===== config.mk =====
export PLATFORM = sky130hd
export DESIGN_NAME = expression_tokenizer
export DESIGN_NICKNAME = d
export VERILOG_FILES = /design/src/hw/rtl/et_pkg.sv /design/src/hw/rtl/expression_tokenizer.sv /design/src/hw/rtl/et_core.sv /design/src/hw/rtl/et_queue.sv
export SDC_FILE = /design/constraint.sdc
export NUM_CORES = 1
export LEC_CHECK = 0
export BUFFER_PORTS_ARGS = -buffer_cell sky130_fd_sc_hd__buf_2
export CAP_MARGIN = 0
export CORE_ASPECT_RATIO = 0.7
export CORE_MARGIN = 2
export CORE_UTILIZATION = 63
export DETAILED_ROUTE_END_ITERATION = 12
export PLACE_DENSITY = 0.81
export SLEW_MARGIN = 10
export SYNTH_ARGS = -nofsm -noshare
export SYNTH_HDL_FRONTEND = slang
export SYNTH_HIERARCHICAL = 1
export SYNTH_SLANG_ARGS = --single-unit
export TNS_END_PERCENT = 50

===== constraint.sdc =====
create_clock -name clk -period 12.7 [get_ports clk]
set_clock_uncertainty 0.1 [all_clocks]
set_input_delay 2.54 -clock clk [delete_from_list [all_inputs] [get_ports clk]]
set_output_delay 2.54 -clock clk [all_outputs]
set_load 0.03 [all_outputs]

===== src/hw/rtl/et_pkg.sv =====
// ============================================================================
// et_pkg: shared types and constants of the expression tokenizer
// Token kinds, character codes, position limits and the record that carries
// the tokens from the tokenizer core to the result queue.
// ============================================================================
package et_pkg;

    localparam int POSITION_LIMIT = 65536;
    localparam int POS_W          = 16;
    localparam int VALUE_W        = 63;
    localparam int CHAR_W         = 8;
    localparam int KIND_W         = 4;

    localparam int POS_CAP_INT = ((POSITION_LIMIT - 1) < 65535) ? (POSITION_LIMIT - 1) : 65535;
    localparam logic [POS_W-1:0] POS_CAP = POS_W'(POS_CAP_INT);

    // Result queue depth and its index widths.
    localparam int QUEUE_DEPTH = 4;
    localparam int QPTR_W      = 2;
    localparam int QCNT_W      = 3;

    typedef enum logic [KIND_W-1:0] {
        KIND_INT     = 4'd0,
        KIND_PLUS    = 4'd1,
        KIND_MINUS   = 4'd2,
        KIND_STAR    = 4'd3,
        KIND_SLASH   = 4'd4,
        KIND_LPAREN  = 4'd5,
        KIND_RPAREN  = 4'd6,
        KIND_END     = 4'd7,
        KIND_INVALID = 4'd8
    } kind_t;

    localparam logic [CHAR_W-1:0] CHAR_NUL    = 8'h00;
    localparam logic [CHAR_W-1:0] CHAR_TAB    = 8'h09;
    localparam logic [CHAR_W-1:0] CHAR_CR     = 8'h0D;
    localparam logic [CHAR_W-1:0] CHAR_SPACE  = 8'h20;
    localparam logic [CHAR_W-1:0] CHAR_ZERO   = 8'h30;
    localparam logic [CHAR_W-1:0] CHAR_NINE   = 8'h39;
    localparam logic [CHAR_W-1:0] CHAR_PLUS   = 8'h2B;
    localparam logic [CHAR_W-1:0] CHAR_MINUS  = 8'h2D;
    localparam logic [CHAR_W-1:0] CHAR_STAR   = 8'h2A;
    localparam logic [CHAR_W-1:0] CHAR_SLASH  = 8'h2F;
    localparam logic [CHAR_W-1:0] CHAR_LPAREN = 8'h28;
    localparam logic [CHAR_W-1:0] CHAR_RPAREN = 8'h29;

    typedef struct packed {
        kind_t               kind;
        logic [VALUE_W-1:0]  value;
        logic [POS_W-1:0]    start;
        logic                last;
    } token_t;

    // Up to two tokens produced by one character, first one in order first.
    typedef struct packed {
        logic [1:0] count;
        token_t     first;
        token_t     second;
    } push_t;

endpackage


===== src/hw/rtl/expression_tokenizer.sv =====
// ============================================================================
// expression_tokenizer: streaming arithmetic-expression tokenizer
// Takes one character per request and returns the tokens of an integer
// expression. A character is registered on acceptance and tokenized from that
// register; its tokens are written into the result queue, which feeds the output.
// One character is accepted per cycle while the four-entry result queue has
// room for two. Tokens leave one per cycle unless stalled. A character that
// closes a number and also yields its own token gives two tokens, but it always
// follows a digit, which gives none. So while the output takes a token every
// cycle, the queue never holds more than two tokens and the input never
// stalls. The input stalls only after the output has been held off.
// ============================================================================
module expression_tokenizer (
    input  logic                         clk,
    input  logic                         rst_n,
    input  logic                         char_valid,
    output logic                         char_stall,
    input  logic [et_pkg::CHAR_W-1:0]    char_code,
    output logic                         token_valid,
    input  logic                         token_stall,
    output logic [et_pkg::KIND_W-1:0]    token_kind,
    output logic [et_pkg::VALUE_W-1:0]   token_value,
    output logic [et_pkg::POS_W-1:0]     token_start,
    output logic                         last_of_run
);
    import et_pkg::*;

    logic                 char_valid_reg;
    logic [CHAR_W-1:0]    char_reg;
    logic                 fire;
    logic                 room;
    push_t                push;
    token_t               token;

    assign fire       = char_valid_reg && room;
    assign char_stall = char_valid_reg && !room;

    always_ff @(posedge clk or negedge rst_n)
    begin
        if (!rst_n)
        begin
            char_valid_reg <= 1'b0;
        end
        else if (!char_stall)
        begin
            char_valid_reg <= char_valid;
        end
    end

    always_ff @(posedge clk)
    begin
        if (char_valid && !char_stall)
        begin
            char_reg <= char_code;
        end
    end

    et_core u_core (
        .clk       (clk),
        .rst_n     (rst_n),
        .fire      (fire),
        .char_code (char_reg),
        .push      (push)
    );

    et_queue u_queue (
        .clk         (clk),
        .rst_n       (rst_n),
        .push        (push),
        .room        (room),
        .token_valid (token_valid),
        .token_stall (token_stall),
        .token       (token)
    );

    assign token_kind  = token.kind;
    assign token_value = token.value;
    assign token_start = token.start;
    assign last_of_run = token.last;

endmodule


===== src/hw/rtl/et_core.sv =====
// ============================================================================
// et_core: tokenizer state and per-character token logic
// Holds the open digit run and the position counter, and turns one character
// into zero, one or two tokens combinationally.
// ============================================================================
module et_core (
    input  logic                        clk,
    input  logic                        rst_n,
    input  logic                        fire,
    input  logic [et_pkg::CHAR_W-1:0]   char_code,
    output et_pkg::push_t               push
);
    import et_pkg::*;

    logic                 in_number_reg, in_number_next;
    logic                 overflow_reg, overflow_next;
    logic [VALUE_W-1:0]   acc_reg, acc_next;
    logic [POS_W-1:0]     num_start_reg, num_start_next;
    logic [POS_W-1:0]     pos_reg, pos_next;

    logic                 is_digit;
    logic                 is_blank;
    logic                 is_nul;
    logic [3:0]           digit;
    logic [VALUE_W+3:0]   acc_x10_sum;
    logic                 sum_overflow;
    logic [POS_W-1:0]     pos_advanced;
    logic                 flush;
    logic                 has_char_tok;
    token_t               flush_tok;
    token_t               char_tok;
    kind_t                op_kind;

    assign is_digit = (char_code >= CHAR_ZERO) && (char_code <= CHAR_NINE);
    assign is_nul   = (char_code == CHAR_NUL);
    assign is_blank = (char_code == CHAR_SPACE) ||
                      ((char_code >= CHAR_TAB) && (char_code <= CHAR_CR));
    assign digit    = 4'(char_code - CHAR_ZERO);

    // acc * 10 + digit; any bit above the value width means the run overflowed.
    assign acc_x10_sum = {1'b0, acc_reg, 3'b000} + {3'b000, acc_reg, 1'b0}
                       + {{VALUE_W{1'b0}}, digit};
    assign sum_overflow = |acc_x10_sum[VALUE_W+3:VALUE_W];

    assign pos_advanced = (pos_reg < POS_CAP) ? (pos_reg + 1'b1) : pos_reg;

    always_comb
    begin
        case (char_code)
            CHAR_PLUS:   op_kind = KIND_PLUS;
            CHAR_MINUS:  op_kind = KIND_MINUS;
            CHAR_STAR:   op_kind = KIND_STAR;
            CHAR_SLASH:  op_kind = KIND_SLASH;
            CHAR_LPAREN: op_kind = KIND_LPAREN;
            CHAR_RPAREN: op_kind = KIND_RPAREN;
            default:     op_kind = KIND_INVALID;
        endcase
    end

    always_comb
    begin
        flush        = in_number_reg && !is_digit;
        has_char_tok = !is_digit && !is_blank;

        flush_tok.kind  = overflow_reg ? KIND_INVALID : KIND_INT;
        flush_tok.value = overflow_reg ? '0 : acc_reg;
        flush_tok.start = num_start_reg;
        flush_tok.last  = !has_char_tok;

        char_tok.kind  = is_nul ? KIND_END : op_kind;
        char_tok.value = '0;
        char_tok.start = pos_reg;
        char_tok.last  = 1'b1;

        push.first  = flush ? flush_tok : char_tok;
        push.second = char_tok;
        if (fire)
        begin
            push.count = {1'b0, flush} + {1'b0, has_char_tok};
        end
        else
        begin
            push.count = 2'd0;
        end
    end

    always_comb
    begin
        in_number_next = in_number_reg;
        overflow_next  = overflow_reg;
        acc_next       = acc_reg;
        num_start_next = num_start_reg;
        pos_next       = pos_reg;
        if (fire)
        begin
            if (is_digit)
            begin
                if (!in_number_reg)
                begin
                    in_number_next = 1'b1;
                    overflow_next  = 1'b0;
                    acc_next       = {{(VALUE_W-4){1'b0}}, digit};
                    num_start_next = pos_reg;
                end
                else if (!overflow_reg)
                begin
                    if (sum_overflow)
                    begin
                        overflow_next = 1'b1;
                    end
                    else
                    begin
                        acc_next = acc_x10_sum[VALUE_W-1:0];
                    end
                end
                pos_next = pos_advanced;
            end
            else
            begin
                in_number_next = 1'b0;
                overflow_next  = 1'b0;
                acc_next       = '0;
                pos_next       = is_nul ? '0 : pos_advanced;
            end
        end
    end

    always_ff @(posedge clk or negedge rst_n)
    begin
        if (!rst_n)
        begin
            in_number_reg <= 1'b0;
            overflow_reg  <= 1'b0;
            acc_reg       <= '0;
            num_start_reg <= '0;
            pos_reg       <= '0;
        end
        else
        begin
            in_number_reg <= in_number_next;
            overflow_reg  <= overflow_next;
            acc_reg       <= acc_next;
            num_start_reg <= num_start_next;
            pos_reg       <= pos_next;
        end
    end

`ifndef ASSERT_OFF
    a_overflow_in_run: assert property (@(posedge clk) disable iff (!rst_n)
        overflow_reg |-> in_number_reg)
        else $error("overflow flag set outside a digit run");

    a_digit_no_token: assert property (@(posedge clk) disable iff (!rst_n)
        (fire && is_digit) |-> (push.count == 2'd0))
        else $error("digit produced a token");

    a_pair_last_flags: assert property (@(posedge clk) disable iff (!rst_n)
        (push.count == 2'd2) |-> (!push.first.last && push.second.last))
        else $error("wrong last flags on a token pair");
`endif

endmodule


===== src/hw/rtl/et_queue.sv =====
// ============================================================================
// et_queue: result queue of the expression tokenizer
// Four-entry token queue that takes up to two tokens a cycle and hands one
// token a cycle to the output channel while token_stall is low.
// ============================================================================
module et_queue (
    input  logic                        clk,
    input  logic                        rst_n,
    input  et_pkg::push_t               push,
    output logic                        room,
    output logic                        token_valid,
    input  logic                        token_stall,
    output et_pkg::token_t              token
);
    import et_pkg::*;

    token_t              mem [QUEUE_DEPTH];
    logic [QPTR_W-1:0]   wr_ptr_reg, wr_ptr_next;
    logic [QPTR_W-1:0]   rd_ptr_reg, rd_ptr_next;
    logic [QCNT_W-1:0]   count_reg, count_next;
    logic                pop;

    // Room is kept for a full pair of tokens.
    assign room        = (count_reg <= 3'd2);
    assign token_valid = (count_reg != '0);
    assign token       = mem[rd_ptr_reg];
    assign pop         = token_valid && !token_stall;

    always_comb
    begin
        wr_ptr_next = wr_ptr_reg + push.count;
        rd_ptr_next = rd_ptr_reg + {1'b0, pop};
        count_next  = count_reg + {1'b0, push.count} - {2'b00, pop};
    end

    always_ff @(posedge clk)
    begin
        if (push.count != 2'd0)
        begin
            mem[wr_ptr_reg] <= push.first;
        end
        if (push.count == 2'd2)
        begin
            mem[wr_ptr_reg + 2'd1] <= push.second;
        end
    end

    always_ff @(posedge clk or negedge rst_n)
    begin
        if (!rst_n)
        begin
            wr_ptr_reg <= '0;
            rd_ptr_reg <= '0;
            count_reg  <= '0;
        end
        else
        begin
            wr_ptr_reg <= wr_ptr_next;
            rd_ptr_reg <= rd_ptr_next;
            count_reg  <= count_next;
        end
    end

`ifndef ASSERT_OFF
    a_count_bound: assert property (@(posedge clk) disable iff (!rst_n)
        count_reg <= 3'd4)
        else $error("result queue count out of range");

    a_push_fits: assert property (@(posedge clk) disable iff (!rst_n)
        (push.count != 2'd0) |-> room)
        else $error("tokens pushed into a full result queue");
`endif

endmodule

== Word-level counts from Yosys, hierarchy flattened ==
Memories as Yosys holds them, arrays and structs flattened.
Index checks and enable logic that the tools add are counted.
W data, S select, Z words.

* $add $sub $neg: 10
* $lt $le $gt $ge: 6
* Equal/unequal tests: 10
* Mux-type cells: 22
* Bitwise operators: 1
* Reduce and logical (&&, ||, !) cells: 21

{| class="wikitable"
|+ Operators with widths
! cell !! number
|-
| $mux W63 || 5
|-
| $mux W84 || 1
|-
| $add A66 B64 Y67 || 1
|-
| $add A67 B4 Y67 || 1
|-
| $eq A8 B6 Y1 const B || 7
|-
| $mux W16 || 3
|-
| $pmux W4 S6 || 1
|-
| $add A16 B1 Y16 const B || 1
|-
| $lt A16 B16 Y1 const B || 1
|-
| $mux W1 || 9
|-
| $ge A8 B4 Y1 const B || 1
|-
| $ge A8 B6 Y1 const B || 1
|-
| $le A8 B4 Y1 const B || 1
|-
| $le A8 B6 Y1 const B || 1
|-
| $logic_and A1 B1 Y1 || 8
|-
| $logic_not A8 Y1 || 1
|-
| $mux W4 || 2
|-
| $logic_not A1 Y1 || 6
|-
| $ne A3 B3 Y1 const B || 2
|-
| $reduce_and A3 Y1 || 2
|-
| $reduce_or A4 Y1 || 1
|-
| $sub A4 B1 Y4 const B || 1
|-
| $add A3 B2 Y3 || 1
|-
| $le A3 B2 Y1 const B || 1
|-
| other kinds (11) || 11
|}

* Register bits: 113
* RAM bits: 336
* Output and inout bits: 86
* Logic and storage cells: 81
* Memories: 1

{| class="wikitable"
|+ Memories
! memory !! depth !! bits a word !! rd ports !! clocked after memory_dff !! write ports !! line !! RTL
|-
| u_queue.mem || 4 || 84 || 1 || 0 || 2 || et_queue.sv:17 || <nowiki>token_t mem [QUEUE_DEPTH];</nowiki>
|}

== Longest topological paths before layout ==
* Word-level depth: 10
* Depth in mapped cells: 15

== Hierarchy ==
Netlist, hierarchy kept.

{| class="wikitable"
|+ By module, submodules not included
! module !! instances !! cells each !! area an instance (µm²) !! seq. area each (µm²)
|-
| et_queue || 1 || 854 || 16818.6 || 10264.8
|-
| et_core || 1 || 1178 || 10214.8 || 2427.3
|-
| expression_tokenizer || 1 || 14 || 304.0 || 265.3
|}

== Least setup slack after synthesis ==
Ideal clock, no wire load.

* Kind: register to register
* From: register char_reg[2]
* To: memory u_queue/mem[0][0] in the netlist's numbering (enable)
* Arrival: 8.238 ns
* Data required time: 11.950 ns
* Path slack: 3.712 ns
* Stages on the path, launching flop included: 10
* Buffers on the path: 2
* Clock period less this slack: 8.988 ns
* Cell sequence: edfxtp_1 -> clkbuf_1 -> nor2_1 -> o2111a_1 -> nor2b_1 -> clkbuf_1 -> ha_1 -> and2_1 -> nor2_1 -> o31ai_1

{| class="wikitable"
|+ RTL lines
! what !! line !! RTL
|-
| from (decl) || expression_tokenizer.sv:29 || <nowiki>logic [CHAR_W-1:0] char_reg;</nowiki>
|-
| from (signal assigned) || expression_tokenizer.sv:54 || <nowiki>char_reg <= char_code;</nowiki>
|-
| to (decl) || et_queue.sv:17 ||
|}

== Final worst setup path ==
* From: register u_queue.rd_ptr_reg[0]
* To: output port token_value[27] in the netlist's numbering

* Cells in the longest elaborated chain, start to end: 1

{| class="wikitable"
|+ Ends and longest elaborated chain
! what !! line !! RTL
|-
| from (decl) || et_queue.sv:19 || <nowiki>logic [QPTR_W-1:0] rd_ptr_reg, rd_ptr_next;</nowiki>
|-
| from (signal assigned) || et_queue.sv:59 || <nowiki>rd_ptr_reg <= rd_ptr_next;</nowiki>
|-
| $mem_v2 Z4 W84 || -- ||
|-
| to (decl) || expression_tokenizer.sv:22 || <nowiki>output logic [et_pkg::VALUE_W-1:0] token_value,</nowiki>
|}

Every way passes these cells.

==> flow_summary_export.csv <==
group,metric,value,unit
placed_design,dpl_cell_area,0.0276,mm^2
sta,rsz0062_at_grt,"false",
cts,insertion_delay,0.57,ns
setup_path,cp_top_family,"buffers and inverters",
cells_and_area,fillCellCount,3029,
die,rows,63,
outcome,status,"completed",
cts,clock-sinks,449,
cts,cts_resized,0,
route,wl_per_cell,22.8,um
cts,htreeDepth,2,
setup_path,cp_slowest_cell,"dfrtp_4",
die,dieWidth,253,um
global_route,antenna_found_initial,1,
setup_path,cp_max_fo,46,
synthesis,ys_seq_area_share,47.4,%
cells_and_area,area_growth,6.08,%
synthesis,yosys_warnings,6,
sta,finalSetupViolCount,0,
job,maxCapViolCount,0,
pwr,ir_drop,120,uV
setup_path,startpoint_type,"flop",
setup_path,required,10.06,ns
route,via_per_inst,6.44,
sta,max_freq,170,MHz
synthesis,ys_types,85,
global_route,grt_use_total,27.6,%
cts,cts_hold_repair.buffers,0,
placed_design,pre_cts_ws,7.29,ns
sta,worstMarginPinSlew,1.24,ns
sta,tns,0,ns
cts,cts_tree,"done",
cells_and_area,multiInputGateArea,0.0132,mm^2
route,detail_route.wirelength,60900,um
setup_path,rrSetupSlack,7.36,ns
route,drc,0,
die,core,0.0426,mm^2
sta,max-slew-margin-rel,17.3,%
cts,clkTransAtPathRegs,0.06,ns
placed_design,io_buffers,97,
cells_and_area,final_cell_area,0.0290,mm^2
cts,post-cts-setup-buffer-count,0,
cells_and_area,layout_common_cells,"344 x edfxtp_1, 318 x mux2_2, 130 x ha_1",
setup_path,path_class,"flop to output pin",
route,drtIter0Drc,1484,
global_route,grt_overflow,0,
sta,period_minus_slack,5.88,ns
synthesis,synth_top_flop_cell,"edfxtp_1",
die,ioPinCount,98,
synthesis,syn_area,0.0273,mm^2
route,dr.pass1.iters,6,
pwr,p_total,4.85,mW
cells_and_area,largest_register_ffs,336,
cells_and_area,layout_commonest_cell,"edfxtp_1",
die,die-area,0.0451,mm^2
sta,timing.final.ws_setup,6.82,ns
die,start_util,64.2,%
synthesis,yosys_register_bits,449,
worst_hold_path,min_path_cells,2,
sta,maxSlewViolCount,0,
synthesis,syn_inst,2046,
global_route,grt_max_degree,68,
cts,clk_path_buf_depth,3,
setup_path,reg2reg_from,"char_reg[3]",
pwr,power_density,167,mW/mm^2
cells_and_area,nets,2225,
setup_path,reg2reg_to,"u_core/acc_reg[38]",
cells_and_area,layout-drive-gt1-share,31.0,%
setup_path,cpPeakStageDelay,0.96,ns
worst_hold_path,hold_path_class,"flop to flop",
route,ant_nets,0,
pwr,p_leak,12.1,nW
synthesis,synth_edf_count,344,
setup_path,crit_path_end_kind,"output pin",
cts,cts_buffers,44,
cells_and_area,seqCellArea,0.0130,mm^2
setup_path,critPathArrivalTime,3.24,ns
route,vias,17200,
worst_hold_path,min_to,"u_core/num_start_reg[1]",
setup_path,reg2reg_depth,14,
die,die-height,178,um
setup_path,worstPathCellList,"buf_4 > mux4_2 > buf_2",
placed_design,dp_hpwl,39700,um
placed_design,routabilityCongestion,0.951,
cts,cts-root-buf,"clkbuf_16",
sta,finalHoldViolCount,0,
global_route,grt_pass1_wl,97000,um
synthesis,postSynthAreaPerCell,13.4,um^2
setup_path,path_buf_inv,2,
worst_hold_path,min_from,"u_core/num_start_reg[1]",
synthesis,synthArstFlopShare,23.4,%
sta,finalCritPeriodShare,46.3,%
sta,holdWs,0.398,ns
global_route,grt_pass1_vias,17300,
[per-layer routing]
layer	routed length, um	track usage [%]	share of wire (%)	up-vias
met5	0	0	0	-
met3	3640	3.55	6.0	91
met2	27300	42.9	45	571
met1	28400	41.2	47	8685
li1	-	-	-	7842
met4	1530	7.84	2.5	0
[cell families after synthesis]
kind of cell | after synthesis | share of synthesized area (%)
mux | 457 | 22.9
flops | 449 | 47.4
simple gates | 381 | 7.46
compound gates | 332 | 8.13
buf+inv | 218 | 5.49
fa+ha+maj | 133 | 6.17
xor+xnor | 74 | 2.40
other cells | 2 | 0.0275
[how the worst max path moves through the flow]
stage / start / end / slack (ns) / cells past startpoint
final: u_queue/rd_ptr_reg[0] / token_value[27] / 6.82 / 3
after global routing: u_queue/rd_ptr_reg[0] / token_value[30] / 6.52 / 3
after CTS: u_queue/rd_ptr_reg[0] / token_value[29] / 6.69 / 3
after detailed placement: u_queue/rd_ptr_reg[0] / token_value[33] / 7.29 / 3
after global placement: u_queue/rd_ptr_reg[0] / token_value[28] / 7.34 / 3
after floorplan: char_reg[2] / u_queue/mem[0][0] / 3.71 / 9
[worst min-delay path, cell delays in order (launching register included)]
cell and delay, ns:
dfrtp_1 0.35, nand2_1 0.05, o21ai_0 0.06
[area by class of cell]
type	count	share of cell area, %
antenna	1	0.00863
tap	552	2.38
clock buffer	68	4.39
clock inverter	13	0.522
sequential	449	44.7
inverter	29	0.375
multi-input combinational	1441	45.5
timing repair buffer	115	2.15
[where the power goes]
group / leakage (nW) / switching, mW / internal (mW)
logic: 6.63 / 0.959 / 0.543
registers: 4.75 / 0.173 / 1.87
clock network: 0.687 / 0.550 / 0.752
[cell usage after synthesis (all sizes together) (9+ instances only)]
cell type | instances | area (um^2)
edfxtp | 344 | 10300
nor3 | 21 | 116
buf | 154 | 1220
nand2 | 88 | 330
mux2 | 367 | 4320
mux4 | 84 | 1890
and3 | 14 | 87.6
nor2 | 78 | 293
dfrtp | 105 | 2630
and2 | 70 | 440
xnor2 | 41 | 367
o21bai | 9 | 67.6
o21a | 16 | 120
inv | 29 | 109
nand3 | 37 | 185
ha | 130 | 1630
o211ai | 10 | 75.1
nor2b | 11 | 71.3
a21oi | 91 | 455
a211oi | 9 | 67.6
and4 | 10 | 88.8
a31oi | 12 | 75.1
a22o | 55 | 482
xor2 | 33 | 289
clkbuf | 35 | 166
o21ai | 65 | 329
a21o | 13 | 97.6
nand4 | 27 | 199
[stage by stage]
step	utilization, %	cells
after floorplan	-	2108
final	68.1	2668
after global placement	64.8	2586
after CTS	68.1	2667
after global routing	68.1	2668
after detailed placement	64.8	2586
Power figures use the tool's default switching activity.
